`config.mk`:
```
export PLATFORM = sky130hd
export DESIGN_NAME = selective_repeat_receive_window
export DESIGN_NICKNAME = d
export VERILOG_FILES = /design/src/rtl/core/srrw_pkg.sv /design/src/rtl/core/selective_repeat_receive_window.sv /design/src/rtl/core/srrw_ram.sv /design/src/rtl/core/srrw_ctrl.sv /design/src/rtl/core/srrw_datapath.sv
export SDC_FILE = /design/constraint.sdc
export NUM_CORES = 1
export LEC_CHECK = 0
export BUFFER_PORTS_ARGS = -buffer_cell sky130_fd_sc_hd__buf_2
export CAP_MARGIN = 20
export CORE_MARGIN = 8
export CORE_UTILIZATION = 50
export DETAILED_ROUTE_END_ITERATION = 6
export PLACE_DENSITY = 0.71
export SYNTH_ARGS = -nofsm -noshare
export SYNTH_HDL_FRONTEND = slang
export SYNTH_SLANG_ARGS = --single-unit
export TNS_END_PERCENT = 1
```
`constraint.sdc`:
```
create_clock -name clk_i -period 7.35 [get_ports clk_i]
set_input_delay 0.735 -clock clk_i [delete_from_list [all_inputs] [get_ports clk_i]]
set_output_delay 0.735 -clock clk_i [all_outputs]
set_load 0.01 [all_outputs]
```
`src/rtl/core/srrw_pkg.sv`:
```
// Package for the selective-repeat receive window.
// Holds field widths, reset constants, controller state type and the
// command/status structs shared by the controller and the datapath.
package srrw_pkg;

  localparam int unsigned SEQ_W        = 32;
  localparam int unsigned BASE_W       = 31;
  localparam int unsigned SIZE_W       = 11;
  localparam int unsigned TAG_W        = 16;
  localparam int unsigned DATA_W       = 32;
  localparam int unsigned CFG_ADDR_W   = 3;
  localparam int unsigned WINDOW_SLOTS_DEF = 5;

  localparam logic [SIZE_W-1:0] FULL_SIZE_RST = 11'd1024;

  localparam logic RESULT_ACK = 1'b0;
  localparam logic RESULT_REL = 1'b1;

  localparam logic REG_FULL_SIZE = 1'b0;

  typedef enum logic [1:0] {
    ST_IDLE,
    ST_STORE,
    ST_READ,
    ST_REL
  } state_e;

  typedef struct packed {
    logic capture;
    logic store;
    logic rd_en;
    logic rd_next;
    logic release_pkt;
  } dp_cmd_t;

  typedef struct packed {
    logic finished;
    logic chain_start;
    logic next_valid;
    logic out_free;
  } dp_status_t;

endpackage

```
`src/rtl/core/selective_repeat_receive_window.sv`:
```
// Top level of the selective-repeat receive window: config register on an
// APB-style port, controller and datapath. Uses srrw_pkg, srrw_ctrl, srrw_datapath.
//
// Usage:
//   Input channel (in_valid_i / in_stall_o) takes one packet descriptor word:
//   sequence number, payload size, payload tag. Output channel
//   (out_valid_o / out_stall_i) gives result words: first an acknowledgement,
//   then every in-order packet released from the window base, last_o set on
//   the final word of each input. done_res_o marks the release of a short
//   packet and every later word of that input; after that inputs are taken
//   and dropped until reset.
//   The ack is registered in the store state, once the output is free, after
//   the input is captured; the first release follows a registered read of the
//   slot RAM (read state, then release state), and each further release
//   follows directly while the output is not stalled (next slot read ahead).
//   An item passes idle and store, plus read and release if it releases packets.
//   Reset empties all slots, clears the window base and done flag, and sets
//   full_payload_size to 1024. A stalled output word holds; the block waits
//   and takes no new input until all words of the current input are loaded.
//   Register full_payload_size sits at byte address 0; write it only when idle.
module selective_repeat_receive_window
  import srrw_pkg::*;
#(
  parameter int unsigned WINDOW_SLOTS = WINDOW_SLOTS_DEF
) (
  input  logic                     clk_i,
  input  logic                     rst_ni,
  input  logic                     psel,
  input  logic                     penable,
  input  logic                     pwrite,
  input  logic [CFG_ADDR_W-1:0]    paddr,
  input  logic [DATA_W-1:0]        pwdata,
  output logic [DATA_W-1:0]        prdata,
  output logic                     pready,
  input  logic                     in_valid_i,
  output logic                     in_stall_o,
  input  logic signed [SEQ_W-1:0]  seq_number_i,
  input  logic [SIZE_W-1:0]        payload_size_i,
  input  logic [TAG_W-1:0]         payload_tag_i,
  output logic                     out_valid_o,
  input  logic                     out_stall_i,
  output logic                     result_kind_o,
  output logic signed [SEQ_W-1:0]  ack_seq_o,
  output logic [BASE_W-1:0]        released_seq_o,
  output logic [SIZE_W-1:0]        released_size_o,
  output logic [TAG_W-1:0]         released_tag_o,
  output logic                     last_o,
  output logic                     done_res_o
);

  logic [SIZE_W-1:0] full_size_q;
  logic              reg_sel;
  dp_cmd_t           cmd;
  dp_status_t        sts;

  assign reg_sel = (paddr[CFG_ADDR_W-1] == REG_FULL_SIZE);
  assign pready  = 1'b1;
  assign prdata  = reg_sel ? {{(DATA_W-SIZE_W){1'b0}}, full_size_q} : '0;

  always_ff @(posedge clk_i or negedge rst_ni) begin
    if (!rst_ni) begin
      full_size_q <= FULL_SIZE_RST;
    end else if (psel && penable && pwrite && reg_sel) begin
      full_size_q <= pwdata[SIZE_W-1:0];
    end
  end

  srrw_ctrl u_ctrl (
    .clk_i      (clk_i),
    .rst_ni     (rst_ni),
    .in_valid_i (in_valid_i),
    .in_stall_o (in_stall_o),
    .cmd_o      (cmd),
    .sts_i      (sts)
  );

  srrw_datapath #(
    .WINDOW_SLOTS (WINDOW_SLOTS)
  ) u_datapath (
    .clk_i           (clk_i),
    .rst_ni          (rst_ni),
    .cmd_i           (cmd),
    .sts_o           (sts),
    .full_size_i     (full_size_q),
    .seq_number_i    (seq_number_i),
    .payload_size_i  (payload_size_i),
    .payload_tag_i   (payload_tag_i),
    .out_valid_o     (out_valid_o),
    .out_stall_i     (out_stall_i),
    .result_kind_o   (result_kind_o),
    .ack_seq_o       (ack_seq_o),
    .released_seq_o  (released_seq_o),
    .released_size_o (released_size_o),
    .released_tag_o  (released_tag_o),
    .last_o          (last_o),
    .done_res_o      (done_res_o)
  );

endmodule

```
`src/rtl/core/srrw_ram.sv`:
```
// Generic single-write, single-read RAM with registered read data.
// No dependencies.
module srrw_ram #(
  parameter int unsigned WIDTH = 8,
  parameter int unsigned DEPTH = 4,
  localparam int unsigned AW   = (DEPTH > 1) ? $clog2(DEPTH) : 1
) (
  input  logic             clk_i,
  input  logic             we_i,
  input  logic [AW-1:0]    waddr_i,
  input  logic [WIDTH-1:0] wdata_i,
  input  logic             re_i,
  input  logic [AW-1:0]    raddr_i,
  output logic [WIDTH-1:0] rdata_o
);

  logic [WIDTH-1:0] mem_q [DEPTH];
  logic [WIDTH-1:0] rdata_q;

  always_ff @(posedge clk_i) begin
    if (we_i) begin
      mem_q[waddr_i] <= wdata_i;
    end
    if (re_i) begin
      rdata_q <= mem_q[raddr_i];
    end
  end

  assign rdata_o = rdata_q;

endmodule

```
`src/rtl/core/srrw_ctrl.sv`:
```
// Controller of the selective-repeat receive window.
// Sequences capture, store/ack and the release chain; uses srrw_pkg.
module srrw_ctrl
  import srrw_pkg::*;
(
  input  logic       clk_i,
  input  logic       rst_ni,
  input  logic       in_valid_i,
  output logic       in_stall_o,
  output dp_cmd_t    cmd_o,
  input  dp_status_t sts_i
);

  state_e state_q, state_d;

  always_ff @(posedge clk_i or negedge rst_ni) begin
    if (!rst_ni) begin
      state_q <= ST_IDLE;
    end else begin
      state_q <= state_d;
    end
  end

  always_comb begin
    state_d    = state_q;
    cmd_o      = '0;
    in_stall_o = 1'b1;
    case (state_q)
      ST_IDLE: begin
        in_stall_o = 1'b0;
        // items after the transfer ends are taken and dropped
        if (in_valid_i && !sts_i.finished) begin
          cmd_o.capture = 1'b1;
          state_d       = ST_STORE;
        end
      end
      ST_STORE: begin
        if (sts_i.out_free) begin
          cmd_o.store = 1'b1;
          state_d     = sts_i.chain_start ? ST_READ : ST_IDLE;
        end
      end
      ST_READ: begin
        cmd_o.rd_en = 1'b1;
        state_d     = ST_REL;
      end
      ST_REL: begin
        if (sts_i.out_free) begin
          cmd_o.release_pkt = 1'b1;
          if (sts_i.next_valid) begin
            cmd_o.rd_en   = 1'b1;
            cmd_o.rd_next = 1'b1;
          end else begin
            state_d = ST_IDLE;
          end
        end
      end
      default: begin
        state_d = ST_IDLE;
      end
    endcase
  end

endmodule

```
`src/rtl/core/srrw_datapath.sv`:
```
// Datapath of the selective-repeat receive window: window base, slot valid
// bits, slot RAM (size and tag), result register. Uses srrw_pkg, srrw_ram.
module srrw_datapath
  import srrw_pkg::*;
#(
  parameter int unsigned WINDOW_SLOTS = WINDOW_SLOTS_DEF
) (
  input  logic                     clk_i,
  input  logic                     rst_ni,
  input  dp_cmd_t                  cmd_i,
  output dp_status_t               sts_o,
  input  logic [SIZE_W-1:0]        full_size_i,
  input  logic signed [SEQ_W-1:0]  seq_number_i,
  input  logic [SIZE_W-1:0]        payload_size_i,
  input  logic [TAG_W-1:0]         payload_tag_i,
  output logic                     out_valid_o,
  input  logic                     out_stall_i,
  output logic                     result_kind_o,
  output logic signed [SEQ_W-1:0]  ack_seq_o,
  output logic [BASE_W-1:0]        released_seq_o,
  output logic [SIZE_W-1:0]        released_size_o,
  output logic [TAG_W-1:0]         released_tag_o,
  output logic                     last_o,
  output logic                     done_res_o
);

  localparam int unsigned IDX_W = (WINDOW_SLOTS > 1) ? $clog2(WINDOW_SLOTS) : 1;
  localparam int unsigned RAM_W = SIZE_W + TAG_W;
  localparam logic [IDX_W:0]    SLOTS_X  = (IDX_W+1)'(WINDOW_SLOTS);
  localparam logic [IDX_W-1:0]  LAST_IDX = IDX_W'(WINDOW_SLOTS - 1);
  localparam logic [BASE_W-1:0] SLOTS_B  = BASE_W'(WINDOW_SLOTS);

  logic signed [SEQ_W-1:0] seq_q;
  logic [SIZE_W-1:0]       size_q;
  logic [TAG_W-1:0]        tag_q;

  logic [WINDOW_SLOTS-1:0] valid_q, valid_d;
  logic [BASE_W-1:0]       base_q, base_d;
  logic [IDX_W-1:0]        base_idx_q, base_idx_d;
  logic                    finished_q, finished_d;

  logic                    out_valid_q, out_valid_d;
  logic                    kind_q;
  logic signed [SEQ_W-1:0] ack_q;
  logic [BASE_W-1:0]       rseq_q;
  logic [SIZE_W-1:0]       rsize_q;
  logic [TAG_W-1:0]        rtag_q;
  logic                    last_q;
  logic                    done_q;

  logic [BASE_W-1:0] offset;
  logic              in_window;
  logic [IDX_W:0]    idx_sum;
  logic [IDX_W:0]    idx_wrap;
  logic [IDX_W-1:0]  store_idx;
  logic              chain_start;
  logic [IDX_W-1:0]  next_idx;
  logic              next_valid;
  logic              out_free;
  logic [RAM_W-1:0]  rdata;
  logic [SIZE_W-1:0] rd_size;
  logic [TAG_W-1:0]  rd_tag;
  logic              is_short;
  logic [IDX_W-1:0]  raddr;

  // window test: base <= seq < base + slots, exact
  assign offset    = seq_q[BASE_W-1:0] - base_q;
  assign in_window = !seq_q[SEQ_W-1] && (seq_q[BASE_W-1:0] >= base_q) && (offset < SLOTS_B);
  assign idx_sum   = {1'b0, base_idx_q} + {1'b0, offset[IDX_W-1:0]};
  assign idx_wrap  = (idx_sum >= SLOTS_X) ? (idx_sum - SLOTS_X) : idx_sum;
  assign store_idx = idx_wrap[IDX_W-1:0];

  assign chain_start = valid_q[base_idx_q] || (in_window && (store_idx == base_idx_q));

  // base index follows base mod slots; base wraps at 2^31 back to slot 0
  always_comb begin
    if (base_q == '1) begin
      next_idx = '0;
    end else if (base_idx_q == LAST_IDX) begin
      next_idx = '0;
    end else begin
      next_idx = base_idx_q + IDX_W'(1);
    end
  end

  assign next_valid = valid_q[next_idx] && (next_idx != base_idx_q);
  assign out_free   = !out_valid_q || !out_stall_i;

  assign rd_size  = rdata[RAM_W-1:TAG_W];
  assign rd_tag   = rdata[TAG_W-1:0];
  assign is_short = rd_size < full_size_i;
  assign raddr    = cmd_i.rd_next ? next_idx : base_idx_q;

  srrw_ram #(
    .WIDTH (RAM_W),
    .DEPTH (WINDOW_SLOTS)
  ) u_slot_ram (
    .clk_i   (clk_i),
    .we_i    (cmd_i.store && in_window),
    .waddr_i (store_idx),
    .wdata_i ({size_q, tag_q}),
    .re_i    (cmd_i.rd_en),
    .raddr_i (raddr),
    .rdata_o (rdata)
  );

  always_comb begin
    valid_d     = valid_q;
    base_d      = base_q;
    base_idx_d  = base_idx_q;
    finished_d  = finished_q;
    out_valid_d = out_valid_q && out_stall_i;
    if (cmd_i.store) begin
      out_valid_d = 1'b1;
      if (in_window) begin
        valid_d[store_idx] = 1'b1;
      end
    end
    if (cmd_i.release_pkt) begin
      out_valid_d         = 1'b1;
      valid_d[base_idx_q] = 1'b0;
      base_d              = base_q + BASE_W'(1);
      base_idx_d          = next_idx;
      if (is_short) begin
        finished_d = 1'b1;
      end
    end
  end

  always_ff @(posedge clk_i or negedge rst_ni) begin
    if (!rst_ni) begin
      valid_q     <= '0;
      base_q      <= '0;
      base_idx_q  <= '0;
      finished_q  <= 1'b0;
      out_valid_q <= 1'b0;
    end else begin
      valid_q     <= valid_d;
      base_q      <= base_d;
      base_idx_q  <= base_idx_d;
      finished_q  <= finished_d;
      out_valid_q <= out_valid_d;
    end
  end

  always_ff @(posedge clk_i) begin
    if (cmd_i.capture) begin
      seq_q  <= seq_number_i;
      size_q <= payload_size_i;
      tag_q  <= payload_tag_i;
    end
    if (cmd_i.store) begin
      kind_q  <= RESULT_ACK;
      ack_q   <= seq_q;
      rseq_q  <= '0;
      rsize_q <= '0;
      rtag_q  <= '0;
      last_q  <= !chain_start;
      done_q  <= 1'b0;
    end else if (cmd_i.release_pkt) begin
      kind_q  <= RESULT_REL;
      ack_q   <= '0;
      rseq_q  <= base_q;
      rsize_q <= rd_size;
      rtag_q  <= rd_tag;
      last_q  <= !next_valid;
      done_q  <= finished_q || is_short;
    end
  end

  assign sts_o.finished    = finished_q;
  assign sts_o.chain_start = chain_start;
  assign sts_o.next_valid  = next_valid;
  assign sts_o.out_free    = out_free;

  assign out_valid_o     = out_valid_q;
  assign result_kind_o   = kind_q;
  assign ack_seq_o       = ack_q;
  assign released_seq_o  = rseq_q;
  assign released_size_o = rsize_q;
  assign released_tag_o  = rtag_q;
  assign last_o          = last_q;
  assign done_res_o      = done_q;

endmodule

```
Word level (Yosys, flattened, before mapping)
Memories as Yosys holds them, arrays and structs flattened. A register that Yosys moved wholly into a read port is not among the register bits.
Index checks and enable logic that the tools add are counted.
- flip-flop bits (word level): 206
- bits in latches: 0
- RAM bits: 135
- ROM bits: 0
- output and inout port bits: 128
- word-level logic and storage cells: 111
- memories kept: 1
- memories (memory ; depth ; bits a word ; rd ports ; clocked after memory_dff ; write ports ; RTL line ; text):
    u_datapath.u_slot_ram.mem_q ; 5 ; 27 ; 1 ; 1 ; 1 ; srrw_ram.sv:17 ; logic [WIDTH-1:0] mem_q [DEPTH];
- $add $sub $neg: 5
- multiply operators: 0
- div/mod/pow operators: 0
- magnitude comparators: 9
- eq/ne operators: 11
- shifts and indexed selects: 0
- multiplexer cells: 39
- bitwise logic cells: 4
- reductions and logical operators: 25
- operator list (cell ; count):
    $mux 32 ; 2
    $add 31x1->31 const B ; 1
    $eq 31x31->1 const B ; 1
    $ge 31x31->1 ; 1
    $lt 31x3->1 const B ; 1
    $sub 31x31->31 ; 1
    $mux 1 ; 15
    $mux 3 ; 5
    $mux 5 ; 3
    $mux 2 ; 7
    $logic_and 1x1->1 ; 12
    $lt 3x4->1 const B ; 3
    $lt 11x11->1 ; 1
    $mux 11 ; 1
    $pmux 2 s4 ; 1
    $bmux 1 s3 ; 2
    $demux 1 s3 ; 2
    $ge 3x1->1 const B ; 2
    $logic_not 1->1 ; 6
    $ne 2x1->1 const B ; 3
    $and 5x5->5 ; 1
    $not 5->5 ; 1
    $or 5x5->5 ; 1
    $add 3x3->4 ; 1
    other kinds (16) ; 19

Longest topological paths before layout
- word-level depth: 13
- gate-level depth with buffers: 16

Modules after synthesis
Synthesis repeated with hierarchy kept, for this count alone.
- cells, all modules: 1361
- area total of the unflattened synthesis: 17186.5 um^2
- by module, submodules not included (module ; times used ; cells each ; area an instance (um^2) ; sequential area each (um^2)):
    srrw_datapath ; 1 ; 962 ; 9957.0 ; 4989.8
    srrw_ram ; 1 ; 324 ; 6376.1 ; 4864.7
    selective_repeat_receive_window ; 1 ; 60 ; 719.4 ; 276.5
    srrw_ctrl ; 1 ; 15 ; 133.9 ; 50.0

Worst setup path after synthesis
Ideal clock, no wire load.
- path type: flip-flop to flip-flop
- start: register u_datapath.base_q[0]
- end: memory u_datapath.u_slot_ram.mem_q[4][0] (netlist bit) (enable)
- library setup time: 0.382 ns
- data arrival time: 4.009 ns
- data required time: 6.968 ns
- setup slack: 2.959 ns
- stages on the path, launching flop included: 13
- path buffers: 0
- cell sequence: dfrtp_1 > ha_1 > fa_1 > fa_1 > ha_1 > nand2b_1 > a221o_1 > a221o_1 > nor2b_1 > xnor2_1 > and2_1 > nand4_1 > inv_1
- cells in the longest elaborated chain, start to end: 6
- elaborated cells on any way between the ends: 12
- ends and longest elaborated chain (what ; RTL line ; text):
    from (decl) ; srrw_datapath.sv:38 ; logic [BASE_W-1:0] base_q, base_d;
    from (signal assigned) ; srrw_datapath.sv:139 ; base_q <= base_d;
    $sub 31x31->31 or $ge 31x31->1 (tied branches) ; srrw_datapath.sv:67, srrw_datapath.sv:68 ;
    $lt 31x3->1 or $logic_and 1x1->1 (tied branches) ; srrw_datapath.sv:68 ; assign in_window = !seq_q[SEQ_W-1] && (seq_q[BASE_W-1:0] >= base_q) && (offset < SLOTS_B);
    $logic_and 1x1->1 ; srrw_datapath.sv:68 ;
    $logic_and 1x1->1 ; srrw_datapath.sv:99 ; .we_i (cmd_i.store && in_window),
    $mux 1 ; srrw_ram.sv:21 ; if (we_i) begin
    $mux 1 (implied by the code) ; srrw_ram.sv:22 ; mem_q[waddr_i] <= wdata_i;
    to (decl) ; srrw_ram.sv:17 ;
Several ways; a longest one is shown, not always the timed one.

Final worst setup path
- start: register u_datapath.seq_q[0]
- end: memory u_datapath.u_slot_ram.mem_q[4][19] (netlist bit) (enable)
- cells in the longest elaborated chain, start to end: 6
- elaborated cells on any way between the ends: 12
- ends and longest elaborated chain (what ; RTL line ; text):
    from (decl) ; srrw_datapath.sv:33 ; logic signed [SEQ_W-1:0] seq_q;
    from (signal assigned) ; srrw_datapath.sv:148 ; seq_q <= seq_number_i;
    $sub 31x31->31 or $ge 31x31->1 (tied branches) ; srrw_datapath.sv:67, srrw_datapath.sv:68 ;
    $lt 31x3->1 or $logic_and 1x1->1 (tied branches) ; srrw_datapath.sv:68 ;
    $logic_and 1x1->1 ; srrw_datapath.sv:68 ;
    $logic_and 1x1->1 ; srrw_datapath.sv:99 ;
    $mux 1 ; srrw_ram.sv:21 ;
    $mux 1 (implied by the code) ; srrw_ram.sv:22 ;
Several ways; a longest one is shown, not always the timed one.

==> reports/metrics.yaml <==
status:
  status: "finished clean"
placed_design:
  numPortBuffers: 183
  dp_hpwl_um: 25100
  gp_congestion: 0.893
power:
  power.leakage_nw: 7.57
  powerDensity_mw_per_mm2: 287
  ir_drop_v: 0.000225
worst_setup_path:
  arrival_ns: 5.35
  crit_path_max_incr_delay_ns: 0.56
  worstPathMaxFanout: 14
  rr_worst_depth: 14
  cpLargestDelayFamily: "adder cells"
  crit-reg2reg-launch: "u_datapath.seq_q[0]"
  path_class: "flip-flop to flip-flop"
  crit_path_end_kind: "flip-flop"
  worst-r2r-setup-slack_ns: 2.23
  crit_chain: "inv_1, ha_1, fa_1, fa_1, ha_1, nand2b_1, a221o_1, a221o_1, nor2b_1, xnor2_1, and2_1, nand4_1, inv_1, buf_4"
  crit_slowest_cell: "inv_1"
  crit_required_ns: 7.58
  reg2reg_to: "u_datapath.u_slot_ram.mem_q[4][19]"
  critical_path_buf_inv_count: 3
  worst_setup_path_start_kind: "flip-flop"
yosys:
  synth_cells: 1253
  synth_area_sq_mm: 0.0163
  synth.yosys.warnings: 0
  syn_area_per_cell_sq_um: 13.0
  yosysSeqAreaShare_pct: 62.6
  synth_area_leaders: "edfxtp_1 (47%), dfrtp_1 (8.2%), dfxtp_1 (7.4%)"
  synth-async-reset-ratio_pct: 14.7
  synth_edf_count: 254
  synthDominantCellAreaShare_pct: 46.9
  synth_cell_type_count: 80
  synth_most_common_cell: "edfxtp_1"
  yosys-top-cells-count: "edfxtp_1 (254), nand2_1 (140), inv_1 (69), dfxtp_1 (60), nor2_1 (56)"
  synth-seq-cells: 368
  yosys.area.top_type: "edfxtp_1"
  synth_ff_type: "edfxtp_1"
sta:
  hold_viol: 0
  worst_slew_pin_slew_ns: 1.10
  fmax_mhz: 195
  final.min_clock_period_ns: 5.12
  rsz0062_at_grt: "no"
  fin_crit_sh_pct: 69.7
  skew_ns: 0.0324
  fin_setup_tns_ns: 0
  slew_headroom_pct: 26.1
  finalMaxSlewViolations: 0
  finalSetupViolations: 0
floorplanning:
  core_sq_mm: 0.0323
  ios: 229
  die_x_um: 196
  start_util_pct: 50.4
  num_rows: 66
  dieHeight_um: 196
  die_area_sq_mm: 0.0386
finish:
  regArea_sq_mm: 0.0102
  areaGrowthSynthToFinish_pct: 16.4
  num-fill-cells: 2548
  final_core_util_pct: 58.6
  layout.nets: 1591
  layout-drive-gt1-share_pct: 24.0
  multi_input_area_sq_mm: 0.00557
clock_tree:
  h-tree-depth: 2
  clock_sinks: 368
  cts_setup_buffers: 0
  cts_buffer_depth: 3
  path_clk_slew_ns: 0.06
  clk_latency_ns: 0.55
  hold_buffers: 0
  numCtsBuffers: 39
  cts_tree: "done"
  post_cts_resize_count: 0
  cts_root_buffer: "clkbuf_16"
global_route:
  track_usage_pct: 18.8
  grt_max_degree: 97
  grt_use_met2_pct: 31.5
  met1_usage_pct: 24.7
  grt_util_met3_pct: 3.48
  first_global_vias: 10600
  grt_antenna_before_repair: 2
  grt_remaining_overflow: 0
  grt_pass1_wl_um: 58200
  grt-busiest-layer: "met2"
routing:
  vias: 10500
  via_per_inst: 5.51
  postRouteAntennaNets: 0
  wirelength_um: 37400
  drt_pass1_iterations: 5
  drt_iter0_markers: 863
  post_drt_wl_per_cell_um: 19.5
  drc: 0
worst_hold_path:
  hp-class: "primary input to asynchronous set/reset pin"
run:
  drv_cap: 0
-- through the flow --
stage	cell area (sq um)	std cells	setup slack [ns]	hold WS, ns	power [W]
3_5_place_dp	17600	1839	2.24	0.425	0.00349
5_1_grt	18900	1913	2.04	0.333	0.00567
3_3_place_gp	17600	1839	2.31	0.422	0.00346
4_1_cts	18900	1911	2.21	0.334	0.00550
2_1_floorplan	16300	1273	2.96	0.436	0.00318
6_report	18900	1913	2.23	0.327	0.00544
-- cell type report --
cell class,instances,area share [%]
diodes,1,0.0132
clock buffers,54,5.61
clock inverters,18,1.36
inverters,71,1.41
multi-input cells,761,29.4
flip-flops and latches,368,53.8
well taps,442,2.92
repair buffers,198,5.46
-- cells by family after synthesis --
group	Yosys count	share of synthesized area, %
flops	368	62.6
simple gates	366	11.1
compound gates	206	8.97
buf+inv	144	3.96
mux	73	6.98
fa+ha+maj	51	4.01
xor+xnor	43	2.31
other cells	2	0.0462
-- report_power, final --
part           internal (W)  total, W  leakage [nW]  switching, W
combinational      0.000312  0.000908          3.48      0.000596
clock               0.00118   0.00199         0.641      0.000816
sequential          0.00245   0.00254          3.45     0.0000903
-- layer usage --
metal	vias to the layer above	part of all wire (%)
met5	-	0
li1	4987	-
met2	331	48
met1	5158	43
met3	62	6.1
met4	0	2.5
-- flip-flops by register name, summed over array words and instances, names as in the netlist, named ones only --
register,cells
u_datapath.done_res_o,1
u_datapath.u_slot_ram.rdata_o,27
full_size_q,11
u_datapath.seq_q,32
u_datapath.result_kind_o,1
u_datapath.ack_seq_o,32
u_datapath.base_q,31
u_datapath.u_slot_ram.mem_q,135
u_datapath.size_q,11
u_datapath.finished_q,1
u_datapath.tag_q,16
u_datapath.out_valid_o,1
u_datapath.released_seq_o,31
u_ctrl.state_q,1
u_datapath.valid_q,5
u_datapath.released_size_o,11
u_datapath.released_tag_o,16
u_datapath.last_o,1
u_datapath.base_idx_q,3
-- worst max path at each step --
stage                         start  cells after the start  slack, ns                            endpoint
3_3_place_gp   u_datapath.base_q[0]                     12       2.31  u_datapath.u_slot_ram.mem_q[4][17]
6_report        u_datapath.seq_q[0]                     14       2.23  u_datapath.u_slot_ram.mem_q[4][19]
3_5_place_dp   u_datapath.base_q[0]                     12       2.24  u_datapath.u_slot_ram.mem_q[4][19]
5_1_grt         u_datapath.seq_q[0]                     14       2.04  u_datapath.u_slot_ram.mem_q[4][19]
4_1_cts        u_datapath.base_q[0]                     12       2.21  u_datapath.u_slot_ram.mem_q[3][13]
2_1_floorplan  u_datapath.base_q[0]                     12       2.96   u_datapath.u_slot_ram.mem_q[4][0]
-- cell usage in the layout (no fill, tap or decap), drive strengths merged, types with 39 or more instances in the layout --
master / netlist / routed
dfxtp: 60 / 60
nand2: 140 / 140
and3: 39 / 39
a21oi: 42 / 42
nor2: 56 / 56
nand3: 47 / 47
edfxtp: 254 / 254
dfrtp: 53 / 53
ha: 49 / 49
mux2: 41 / 41
xnor2: 40 / 40
clkbuf: 42 / 54
buf: 31 / 197
inv: 69 / 73
No activity file was read; power rests on OpenSTA's default activity.
